==> src/hw/rtl/asgr_pkg.sv <==
// ----------------------------------------------------------------------------
// ANSI SGR color parser package
// Byte codes, SGR codes, the color attribute record and the SGR decoder.
// ----------------------------------------------------------------------------
package asgr_pkg;

	localparam logic [7:0] BYTE_NUL   = 8'h00;
	localparam logic [7:0] BYTE_BEL   = 8'h07;
	localparam logic [7:0] BYTE_CR    = 8'h0D;
	localparam logic [7:0] BYTE_ESC   = 8'h1B;
	localparam logic [7:0] BYTE_LBRK  = 8'h5B;
	localparam logic [7:0] BYTE_MINUS = 8'h2D;
	localparam logic [7:0] BYTE_ZERO  = 8'h30;
	localparam logic [7:0] BYTE_NINE  = 8'h39;
	localparam logic [7:0] FINAL_LO   = 8'h40;
	localparam logic [7:0] FINAL_HI   = 8'h7E;
	localparam logic [7:0] BYTE_H     = 8'h68;
	localparam logic [7:0] BYTE_L     = 8'h6C;
	localparam logic [7:0] BYTE_M     = 8'h6D;

	localparam logic [7:0] MODE_REPLACE = 8'd21;
	localparam logic [7:0] NUM_MAX      = 8'd255;

	localparam logic [7:0] SGR_RESET      = 8'd0;
	localparam logic [7:0] SGR_BOLD       = 8'd1;
	localparam logic [7:0] SGR_FAINT      = 8'd2;
	localparam logic [7:0] SGR_NORMAL     = 8'd22;
	localparam logic [7:0] SGR_BLINK_SLOW = 8'd5;
	localparam logic [7:0] SGR_BLINK_FAST = 8'd6;
	localparam logic [7:0] SGR_BLINK_OFF  = 8'd25;
	localparam logic [7:0] SGR_FG_FIRST   = 8'd30;
	localparam logic [7:0] SGR_FG_LAST    = 8'd37;
	localparam logic [7:0] SGR_FG_DEFAULT = 8'd39;
	localparam logic [7:0] SGR_BG_FIRST   = 8'd40;
	localparam logic [7:0] SGR_BG_LAST    = 8'd47;
	localparam logic [7:0] SGR_BG_DEFAULT = 8'd49;
	localparam logic [7:0] SGR_BG_BRIGHT  = 8'd66;

	localparam logic KIND_TEXT = 1'b0;
	localparam logic KIND_BEEP = 1'b1;

	typedef struct packed {
		logic [2:0] fg_idx;
		logic       fg_def;
		logic       fg_intense;
		logic       fg_flash;
		logic [2:0] bg_idx;
		logic       bg_def;
		logic       bg_intense;
	} attr_t;

	localparam attr_t ATTR_RESET = '{
		fg_idx: 3'd0, fg_def: 1'b1, fg_intense: 1'b0, fg_flash: 1'b0,
		bg_idx: 3'd0, bg_def: 1'b1, bg_intense: 1'b0
	};

	function automatic attr_t apply_sgr(input attr_t a, input logic [7:0] v);
		attr_t r;
		r = a;
		case (v) inside
			SGR_RESET: r = ATTR_RESET;
			SGR_BOLD: r.fg_intense = 1'b1;
			SGR_FAINT, SGR_NORMAL: r.fg_intense = 1'b0;
			SGR_BLINK_SLOW, SGR_BLINK_FAST: r.fg_flash = 1'b1;
			SGR_BLINK_OFF: r.fg_flash = 1'b0;
			[SGR_FG_FIRST:SGR_FG_LAST]: begin
				r.fg_idx = v[2:0] - SGR_FG_FIRST[2:0];
				r.fg_def = 1'b0;
			end
			SGR_FG_DEFAULT: begin
				r.fg_idx = 3'd0;
				r.fg_def = 1'b1;
			end
			[SGR_BG_FIRST:SGR_BG_LAST]: begin
				r.bg_idx = v[2:0] - SGR_BG_FIRST[2:0];
				r.bg_def = 1'b0;
			end
			SGR_BG_DEFAULT: begin
				r.bg_idx = 3'd0;
				r.bg_def = 1'b1;
			end
			SGR_BG_BRIGHT: r.bg_intense = 1'b1;
			default: r = a;
		endcase
		return r;
	endfunction

endpackage

==> src/hw/rtl/ansi_sgr_color_parser.sv <==
// Output: a result is registered in the cycle after its input transaction.
// Throughput: one byte per cycle while results are taken, except an h, l or m
// final byte of a control sequence with N stored parameters (N <= MAX_PARAMS),
// after which input stalls while the parameter walk reads each entry in S_READ
// and applies it in S_APPLY, through the SGR decoder for an m final byte.
// Reset: asynchronous, active low; colors to default, replace mode on, idle.
// ----------------------------------------------------------------------------
// ANSI SGR color parser
// Passes text bytes with color attributes and interprets SGR and h/l sequences.
// ----------------------------------------------------------------------------
module ansi_sgr_color_parser import asgr_pkg::*; #(
	parameter int MAX_PARAMS = 16
) (
	input  logic       clk,
	input  logic       arst_n,
	input  logic       cfg_wr_en,
	input  logic       cfg_wr_data,
	input  logic       in_valid,
	output logic       in_ready,
	input  logic [7:0] byte_value,
	output logic       out_valid,
	input  logic       out_ready,
	output logic       kind,
	output logic [6:0] char_code,
	output logic [2:0] fg_color,
	output logic       fg_is_default,
	output logic       fg_intense,
	output logic       fg_blinking,
	output logic [2:0] bg_color,
	output logic       bg_is_default,
	output logic       bg_intense
);

	localparam int CNT_W = $clog2(MAX_PARAMS + 1);
	localparam int IDX_W = (MAX_PARAMS > 1) ? $clog2(MAX_PARAMS) : 1;

	typedef enum logic [1:0] {S_IDLE, S_READ, S_APPLY} state_t;
	typedef enum logic [1:0] {PH_IDLE, PH_ESC, PH_CSI} phase_t;
	typedef enum logic [1:0] {OP_NONE, OP_SET, OP_CLR, OP_SGR} op_t;

	state_t           state_q;
	phase_t           phase_q;
	op_t              op_q;
	logic             beep_en_q;
	logic             replace_q;
	attr_t            attr_q;
	logic [CNT_W-1:0] cnt_q;
	logic [CNT_W-1:0] walk_q;
	logic [7:0]       acc_q;
	logic             active_q;
	logic             sign_q;
	logic [7:0]       val_mem [MAX_PARAMS];
	logic             neg_mem [MAX_PARAMS];
	logic [7:0]       val_rd_q;
	logic             neg_rd_q;

	logic             accept;
	logic             csi_mode;
	logic             is_digit;
	logic             is_final;
	logic             cnt_full;
	logic [11:0]      acc_mul;
	logic [7:0]       acc_sat;
	logic             wr_val;
	logic             wr_neg;
	logic [CNT_W-1:0] cnt_end;
	op_t              op_new;
	logic [CNT_W-1:0] walk_nxt;
	logic             plain_byte;
	logic             out_load;

	assign in_ready = (state_q == S_IDLE) && (!out_valid || out_ready);
	assign accept   = in_valid && in_ready;
	assign csi_mode = (phase_q == PH_CSI);
	assign is_digit = (byte_value >= BYTE_ZERO) && (byte_value <= BYTE_NINE);
	assign is_final = (byte_value >= FINAL_LO) && (byte_value <= FINAL_HI);
	assign cnt_full = (cnt_q == CNT_W'(MAX_PARAMS));
	assign acc_mul  = ({4'd0, acc_q} << 3) + ({4'd0, acc_q} << 1) + {8'd0, byte_value[3:0]};
	assign acc_sat  = (acc_mul > {4'd0, NUM_MAX}) ? NUM_MAX : acc_mul[7:0];
	assign wr_val   = accept && csi_mode && !(is_digit && !is_final) && active_q && !cnt_full;
	assign wr_neg   = accept && csi_mode && is_digit && !active_q && !cnt_full;
	assign cnt_end  = wr_val ? cnt_q + CNT_W'(1) : cnt_q;
	assign walk_nxt = walk_q + CNT_W'(1);

	assign plain_byte = !csi_mode && !(phase_q == PH_ESC && byte_value == BYTE_LBRK);
	assign out_load   = accept && plain_byte && !byte_value[7] &&
		((byte_value == BYTE_BEL) ? beep_en_q :
		(byte_value != BYTE_ESC && byte_value != BYTE_CR && byte_value != BYTE_NUL));

	always_comb begin
		case (byte_value)
			BYTE_H:  op_new = OP_SET;
			BYTE_L:  op_new = OP_CLR;
			BYTE_M:  op_new = OP_SGR;
			default: op_new = OP_NONE;
		endcase
	end

	always_ff @(posedge clk) begin
		if (wr_val) begin
			val_mem[cnt_q[IDX_W-1:0]] <= acc_q;
		end
		if (wr_neg) begin
			neg_mem[cnt_q[IDX_W-1:0]] <= sign_q;
		end
		if (state_q == S_READ) begin
			val_rd_q <= val_mem[walk_q[IDX_W-1:0]];
			neg_rd_q <= neg_mem[walk_q[IDX_W-1:0]];
		end
	end

	always_ff @(posedge clk or negedge arst_n) begin
		if (!arst_n) begin
			state_q       <= S_IDLE;
			phase_q       <= PH_IDLE;
			op_q          <= OP_NONE;
			beep_en_q     <= 1'b0;
			replace_q     <= 1'b1;
			attr_q        <= ATTR_RESET;
			cnt_q         <= '0;
			walk_q        <= '0;
			acc_q         <= '0;
			active_q      <= 1'b0;
			sign_q        <= 1'b0;
			out_valid     <= 1'b0;
			kind          <= KIND_TEXT;
			char_code     <= '0;
			fg_color      <= '0;
			fg_is_default <= 1'b0;
			fg_intense    <= 1'b0;
			fg_blinking   <= 1'b0;
			bg_color      <= '0;
			bg_is_default <= 1'b0;
			bg_intense    <= 1'b0;
		end else begin
			if (cfg_wr_en) begin
				beep_en_q <= cfg_wr_data;
			end
			if (out_load) begin
				out_valid <= 1'b1;
			end else if (out_valid && out_ready) begin
				out_valid <= 1'b0;
			end
			case (state_q)
				S_IDLE: begin
					if (accept) begin
						if (phase_q == PH_ESC && byte_value == BYTE_LBRK) begin
							phase_q  <= PH_CSI;
							cnt_q    <= '0;
							acc_q    <= '0;
							active_q <= 1'b0;
							sign_q   <= 1'b0;
						end else if (csi_mode && is_final) begin
							acc_q    <= '0;
							active_q <= 1'b0;
							sign_q   <= 1'b0;
							op_q     <= op_new;
							walk_q   <= '0;
							if (op_new == OP_SGR && !replace_q) begin
								attr_q <= ATTR_RESET;
							end
							if (op_new != OP_NONE && cnt_end != '0) begin
								state_q <= S_READ;
								cnt_q   <= cnt_end;
							end else begin
								phase_q <= PH_IDLE;
								cnt_q   <= '0;
							end
						end else if (csi_mode) begin
							if (is_digit) begin
								active_q <= 1'b1;
								sign_q   <= 1'b0;
								acc_q    <= active_q ? acc_sat : 8'(byte_value[3:0]);
							end else begin
								cnt_q    <= cnt_end;
								active_q <= 1'b0;
								acc_q    <= '0;
								sign_q   <= (byte_value == BYTE_MINUS);
							end
						end else begin
							phase_q <= (byte_value == BYTE_ESC) ? PH_ESC : PH_IDLE;
							if (byte_value == BYTE_BEL) begin
								if (beep_en_q) begin
									kind          <= KIND_BEEP;
									char_code     <= '0;
									fg_color      <= '0;
									fg_is_default <= 1'b0;
									fg_intense    <= 1'b0;
									fg_blinking   <= 1'b0;
									bg_color      <= '0;
									bg_is_default <= 1'b0;
									bg_intense    <= 1'b0;
								end
							end else if (byte_value != BYTE_ESC && byte_value != BYTE_CR &&
								byte_value != BYTE_NUL && !byte_value[7]) begin
								kind          <= KIND_TEXT;
								char_code     <= byte_value[6:0];
								fg_color      <= attr_q.fg_def ? 3'd0 : attr_q.fg_idx;
								fg_is_default <= attr_q.fg_def;
								fg_intense    <= attr_q.fg_intense;
								fg_blinking   <= attr_q.fg_def ? 1'b0 : attr_q.fg_flash;
								bg_color      <= attr_q.bg_def ? 3'd0 : attr_q.bg_idx;
								bg_is_default <= attr_q.bg_def;
								bg_intense    <= attr_q.bg_def ? 1'b0 : attr_q.bg_intense;
							end
						end
					end
				end
				S_READ: begin
					state_q <= S_APPLY;
				end
				S_APPLY: begin
					if (!neg_rd_q) begin
						case (op_q)
							OP_SET: if (val_rd_q == MODE_REPLACE) replace_q <= 1'b1;
							OP_CLR: if (val_rd_q == MODE_REPLACE) replace_q <= 1'b0;
							OP_SGR: attr_q <= apply_sgr(attr_q, val_rd_q);
							default: attr_q <= attr_q;
						endcase
					end
					walk_q <= walk_nxt;
					if (walk_nxt == cnt_q) begin
						state_q <= S_IDLE;
						phase_q <= PH_IDLE;
						cnt_q   <= '0;
					end else begin
						state_q <= S_READ;
					end
				end
				default: state_q <= S_IDLE;
			endcase
		end
	end

endmodule
==> config.mk <==
export PLATFORM = sky130hd
export DESIGN_NAME = ansi_sgr_color_parser
export DESIGN_NICKNAME = d
export VERILOG_FILES = /design/src/hw/rtl/asgr_pkg.sv /design/src/hw/rtl/ansi_sgr_color_parser.sv
export SDC_FILE = /design/constraint.sdc
export NUM_CORES = 1
export LEC_CHECK = 0
export BUFFER_PORTS_ARGS = -buffer_cell sky130_fd_sc_hd__clkbuf_2
export CAP_MARGIN = 20
export CORE_UTILIZATION = 45
export CTS_BUF_LIST = sky130_fd_sc_hd__clkbuf_16
export CTS_CLUSTER_SIZE = 40
export DETAILED_ROUTE_END_ITERATION = 6
export PLACE_DENSITY = 0.58
export SYNTH_ARGS = -nofsm -noshare
export SYNTH_HDL_FRONTEND = slang
export SYNTH_SLANG_ARGS = --single-unit
==> constraint.sdc <==
create_clock -name clk -period 6.3 [get_ports clk]
set_clock_uncertainty 0.1 [all_clocks]
set_input_delay 0.315 -clock clk [delete_from_list [all_inputs] [get_ports clk]]
set_output_delay 0.315 -clock clk [all_outputs]
set_load 0.1 [all_outputs]
# After elaboration in Yosys (flattened, before gate mapping)
# Memory sizes are Yosys's and may differ from the RTL's. A register that Yosys moved wholly into a read port is not among the register bits.
# Cells that the tools add are included.
classes:
  order_cmp: 9
  bitwise_logic: 4
  n_addsub: 5
  reduce_logical: 61
  n_mux: 119
  eq_ne: 57
ops:
  columns: ["operator", "count"]
  rows:
  - ["2-to-1 mux 11 bit", 6]
  - ["2-to-1 mux 4 bit", 16]
  - ["2-to-1 mux 5 bit", 11]
  - ["2-to-1 mux 1 bit", 53]
  - ["2-to-1 mux 8 bit", 6]
  - ["equality test 8 x 7 -> 1 bit (second input constant)", 5]
  - ["equality test 8 x 5 -> 1 bit (second input constant)", 4]
  - ["inequality test 3 bit (second input constant)", 9]
  - ["logical AND 1 bit", 26]
  - ["equality test 8 x 3 -> 1 bit (second input constant)", 3]
  - ["equality test 8 x 6 -> 1 bit (second input constant)", 3]
  - ["less-or-equal comparator 8 x 6 -> 1 bit (second input constant)", 3]
  - ["one-hot mux 11 bit (2 select lines)", 1]
  - ["2-to-1 mux 3 bit", 7]
  - ["2-to-1 mux 7 bit", 3]
  - ["2-to-1 mux 2 bit", 10]
  - ["one-hot mux 5 bit (2 select lines)", 2]
  - ["greater-or-equal comparator 8 x 6 -> 1 bit (second input constant)", 2]
  - ["AND reduction 16 bit", 1]
  - ["AND reduction 5 bit", 3]
  - ["inequality test 2 bit (second input constant)", 7]
  - ["AND reduction 14 bit", 1]
  - ["adder 11 x 9 -> 12 bit", 1]
  - ["adder 12 x 4 -> 12 bit", 1]
  - ["other kinds (37)", 71]
totals:
  mem_bits_rw: 144
  memories: 2
  output_inout_bits: 21
  input_bits: 14
  elab_cells: 284
  register_bits: 59
memory_table:
  columns: ["name", "depth", "width", "read_ports", "rd_ports_with_merged_regs", "wr", "line", "text"]
  rows:
  - ["val_mem", 16, 8, 1, 1, 1, "ansi_sgr_color_parser.sv:52", "logic [7:0] val_mem [MAX_PARAMS];"]
  - ["neg_mem", 16, 1, 1, 1, 1, "ansi_sgr_color_parser.sv:53", "logic neg_mem [MAX_PARAMS];"]

# Logic depth before layout (Yosys ltp)
logic_depth:
  word_depth: 16
  ltp_mapped: 8
  ltp_nobuf: 8

# Worst setup path after synthesis
# No wires, ideal clock.
synth_timing:
  path_type: "register to register"
  startpoint: "reg acc_q[0]"
  endpoint: "reg acc_q[2]"
  path_stages_with_launch: 8
  t_required_ps: 6079
  path_slack_ps: 3102
  arrival_ps: 2977
  setup_ps: 121
  n_path_buf: 0
  period_less_slack_ps: 3198
  path_cell_list: "dfrtp_1 fa_1 ha_1 a211oi_1 o21ai_0 or4b_2 a2111o_1 a22o_1"
synth_via:
  elab_chain_cells: 9
synth_lines:
  columns: ["item", "line", "text"]
  rows:
  - ["from (decl)", "ansi_sgr_color_parser.sv:49", "logic [7:0] acc_q;"]
  - ["from (signal assigned)", "ansi_sgr_color_parser.sv:173", "acc_q <= active_q ? acc_sat : 8'(byte_value[3:0]);"]
  - ["adder 11 x 9 -> 12 bit *", "ansi_sgr_color_parser.sv:78", "assign acc_mul = ({4'd0, acc_q} << 3) + ({4'd0, acc_q} << 1) + {8'd0, byte_value[3:0]};"]
  - ["adder 12 x 4 -> 12 bit *", "ansi_sgr_color_parser.sv:78", null]
  - ["greater-than comparator 12 x 8 -> 1 bit", "ansi_sgr_color_parser.sv:79", "assign acc_sat = (acc_mul > {4'd0, NUM_MAX}) ? NUM_MAX : acc_mul[7:0];"]
  - ["2-to-1 mux 8 bit *", "ansi_sgr_color_parser.sv:79", null]
  - ["2-to-1 mux 8 bit *", "ansi_sgr_color_parser.sv:173", null]
  - ["2-to-1 mux 8 bit *", "ansi_sgr_color_parser.sv:170", "if (is_digit) begin"]
  - ["2-to-1 mux 8 bit *", "ansi_sgr_color_parser.sv:169", "end else if (csi_mode) begin"]
  - ["2-to-1 mux 8 bit *", "ansi_sgr_color_parser.sv:153", "end else if (csi_mode && is_final) begin"]
  - ["2-to-1 mux 8 bit *", "ansi_sgr_color_parser.sv:147", "if (phase_q == PH_ESC && byte_value == BYTE_LBRK) begin"]
# Mark *: on every way between the ends. The rest lies on a longest branch, timed or not. The select of a mux whose other input is x is not followed.
# A chain may end at the register's enable or synchronous reset.

# Worst setup path in the final report
# Same ends and word-level chain as after synthesis.

==> run summary <==
* 6,231 — vias in the first global route
* 15.06% — share of post-route cells with drive strength above 1
* sky130_fd_sc_hd__clkbuf_16 — Root Driver
* 0 — DRT antenna net count
* 60 — pin count of the biggest net entering global routing
* 0 — Fin. Hold Viols
* 12.40% — synthesis-to-finish area growth
* 25 — clock buffer count from CTS
* 0 — number of remaining DRC errors
* 21,290 um^2 — area of the core
* 19 — highest fanout seen on the critical path
* 150.4 um — die width
* 1,072 — final cell count without fillers
* 1 — H-tree depth reported by CTS
* 61.29% — register area share after synthesis
* 747 — post-synthesis instance total
* 3.565 ns — min Tclk post-route
* 15.52 mm — DPL Wire Length
* 0 — Max Slew Vio Count
* 0 ns — total negative slack for setup checks
* 212 — Synth Register Bits
* 0 — antenna violations before repair
* 41.4% — share of power burned in the clock network
* 300.1 nW/um^2 — total power per unit cell area
* 0 — Antenna Cells
* 22.84 mm — total length of routed wires
* 2.734 ns — pre-CTS setup slack
* 13.27 um^2 — average cell area after synthesis
* 0 — post-CTS repair timing setup buffer count
* 46.4% — Reg power frac
* 0.8598 — gp weighted congestion
* 0.05 ns — CTS clk-pin slew, worst paths
* 56.59% — Period Utilization, post-route
* 12.2% — part of the total power dissipated in combinational logic
* 0 — GRT overflow
* 46.56% — initial standard-cell utilization of the core
* 3.86 ns — arrival time of the worst setup path
* byte_value[5] — hold_sp
* reg2reg — path type of the worst setup path
* 26.85% — proportion of total power due to net switching
* 33.10% — Slew headroom
* 820 — nets@finish
* 787 — Synthesized Nets
* 35.79 mm — wire length of the first global-routing pass
* 3 — CTS Buffer Depth
* completed — status
* 53 — standard-cell rows
* 72 — post-synthesis cell type count
* 153 — count of flip-flops with a built-in enable after synthesis
* 0.51 ns — insertion delay of the later-clocked pin in the worst-skew pair
* acc_q[0] — beginning of the critical path
* 27.83% — fraction of registers with async set or reset after synthesis
* 0 — max-capacitance violation count
* 212 — CTS Sinks
* done — CTS tree
* 34 — count of buffers from port buffering
* acc_q[0] — critical register-to-register path startpoint
* in2reg — Hold Crit Class
* 9911 um^2 — cell area after synthesis
* 0.9998 ns — Worst Max-Slew Pin Slew
* 897.7 uW — switching component of the power
* 52.33% — core utilization of the finished layout
* 0.004362 uW — Lkg Pwr
* 493 — Starting DRT DRC Count
* 2.735 ns — fin worst setup slack
* 21.31 um — average detailed-routed wire length per instance
* 0 — Final Setup Violations
* 6 — drt first pass iters
* 35 — number of I/O pins
* 150.4 um — die boundary height
* 0 — Synthesis Warnings
* 2445 uW — Internal Power
* register — crit path launch type
* sky130_fd_sc_hd__edfxtp_1 — leading register cell type out of synthesis
* 280.5 MHz — maximum clock frequency
* false — RSZ-0062 raised after global routing
* 20.86% — combined global-route utilization of all metal layers
* 1,025 — cell count after placement
* 5.950 — number of vias per cell
* 6.59 ns — endpoint required time on the critical path
* 6,378 — total number of vias
* 22,620 um^2 — Die ar.
* register — kind of end point of the critical path
* 0.0002826 V — Peak supply drop
## path summary, 6_finish.rpt
path / end / slack [ns] / depth (start not counted)
max: acc_q[2] / 2.74 / 7
min: sign_q / 0.09 / 3
max reg2reg: acc_q[2] / 2.74 / 7
min reg2reg: bg_is_default / 0.38 / 1
max in group asynchronous: walk_q[0] / 5.12 / 3
min in group asynchronous: attr_q[9] / 0.40 / 3
## kinds of logic (layout without fill, tap and decap cells)
kind of cell / count (synthesis) / count (layout) / synth area share (%)
AOI/OAI and AO/OA: 143 / 143 / 10.57
DFF: 212 / 212 / 61.29
and+or+nand+nor: 205 / 205 / 10.55
xor gates and xnor gates: 13 / 13 / 1.149
muxes: 76 / 76 / 10.04
buffers and inverters: 72 / 122 / 2.967
adders and majority gates: 26 / 26 / 3.434
## per-layer routing
| metal | wire (um) | vias to the layer above | track usage (%) |
|---|---|---|---|
| met2 | 10790 | 174 | 32.63 |
| met3 | 994 | 38 | 2.818 |
| met1 | 10640 | 3235 | 31.06 |
| met5 | 0 | - | 0 |
| met4 | 415 | 0 | 4.343 |
| li1 | - | 2931 | - |
## what timing repair did
item / CTS / global route
endpoints found under the hold margin: 57 / 0
hold buffers: 3 / 0
gates resized for setup: 0 / 0
## cells in the final DEF (no fill, tap or decap), types with 4 or more instances in the layout
cell | Yosys | final
sky130_fd_sc_hd__a2111oi_0 | 5 | 5
sky130_fd_sc_hd__a211oi_1 | 6 | 6
sky130_fd_sc_hd__a21bo_2 | 4 | 4
sky130_fd_sc_hd__a21o_1 | 5 | 5
sky130_fd_sc_hd__a21oi_1 | 12 | 12
sky130_fd_sc_hd__a221oi_1 | 19 | 19
sky130_fd_sc_hd__a22oi_1 | 12 | 12
sky130_fd_sc_hd__a31oi_1 | 6 | 6
sky130_fd_sc_hd__and2_1 | 17 | 17
sky130_fd_sc_hd__buf_4 | 1 | 8
sky130_fd_sc_hd__clkbuf_16 | 0 | 25
sky130_fd_sc_hd__clkbuf_2 | 1 | 34
sky130_fd_sc_hd__clkinv_1 | 0 | 5
sky130_fd_sc_hd__clkinv_2 | 0 | 4
sky130_fd_sc_hd__dfrtp_1 | 56 | 55
sky130_fd_sc_hd__edfxtp_1 | 153 | 153
sky130_fd_sc_hd__ha_1 | 24 | 24
sky130_fd_sc_hd__inv_1 | 33 | 37
sky130_fd_sc_hd__mux2_2 | 6 | 6
sky130_fd_sc_hd__mux2i_1 | 51 | 51
sky130_fd_sc_hd__mux4_2 | 18 | 18
sky130_fd_sc_hd__nand2_1 | 61 | 61
sky130_fd_sc_hd__nand2b_1 | 4 | 4
sky130_fd_sc_hd__nand3_1 | 16 | 16
sky130_fd_sc_hd__nand4_1 | 13 | 13
sky130_fd_sc_hd__nor2_1 | 43 | 43
sky130_fd_sc_hd__nor2b_1 | 8 | 8
sky130_fd_sc_hd__nor3_1 | 7 | 7
sky130_fd_sc_hd__nor4_1 | 7 | 7
sky130_fd_sc_hd__o2111ai_1 | 4 | 4
sky130_fd_sc_hd__o21ai_0 | 38 | 38
sky130_fd_sc_hd__xnor2_1 | 8 | 8
sky130_fd_sc_hd__xor2_1 | 5 | 5
## cell usage after synthesis, drive strengths merged (11+ instances only)
cell	instances	area, um^2
nand4	13	81.33
o21ai	38	190.2
buf	11	63.81
nor2	43	161.4
ha	24	300.3
inv	33	123.9
a221oi	19	166.4
a22oi	12	90.09
a21oi	12	60.06
nand3	16	80.08
mux4	18	405.4
edfxtp	153	4594
nand2	61	229.0
clkbuf	28	106.4
and2	17	106.4
mux2i	51	510.5
dfrtp	56	1401
## final cells by class
cell class	instances	area (um^2)
repair buffers	45	260.3
clock buffers	25	625.6
clock inverters	19	167.7
well taps	275	344.1
fillers	1761	10150
inverters	33	123.9
flip-flops and latches	212	6076
multi-input cells	463	3542
## power by group through the flow
stage | Combinational (uW) | Clock [uW] | Sequential [uW]
6_report | 407 | 1380 | 1550
2_1_floorplan | 122 | 0 | 1780
5_1_grt | 427 | 1450 | 1560
3_5_place_dp | 405 | 0 | 1580
3_3_place_gp | 401 | 0 | 1580
4_1_cts | 408 | 1410 | 1550
## state kept, by name (all words and copies together) (netlist names), 3 cells and up
register   count
val_rd_q       8
val_mem      128
bg_color       3
cnt_q          5
walk_q         5
fg_color       3
neg_mem       16
char_code      7
acc_q          8
attr_q        11
## stage by stage
step | area, um^2 | hold WS [ns] | power, uW
floorplan | 9911 | -0.08059 | 1901
global placement | 10320 | 0.3634 | 1979
detailed placement | 10320 | 0.3730 | 1986
CTS | 11140 | 0.05735 | 3367
global route | 11140 | 0.07932 | 3439
finish | 11140 | 0.08611 | 3343
## worst max-delay path, cell delays in order, from the launching register on
cell and delay, ns:
sky130_fd_sc_hd__dfrtp_1 0.72, sky130_fd_sc_hd__fa_1 0.57, sky130_fd_sc_hd__ha_1 0.33, sky130_fd_sc_hd__a211oi_1 0.20, sky130_fd_sc_hd__o21ai_0 0.17, sky130_fd_sc_hd__or4b_2 0.73
sky130_fd_sc_hd__a2111o_1 0.45, sky130_fd_sc_hd__a22o_1 0.18
No activity file was read; power rests on OpenSTA's default activity.
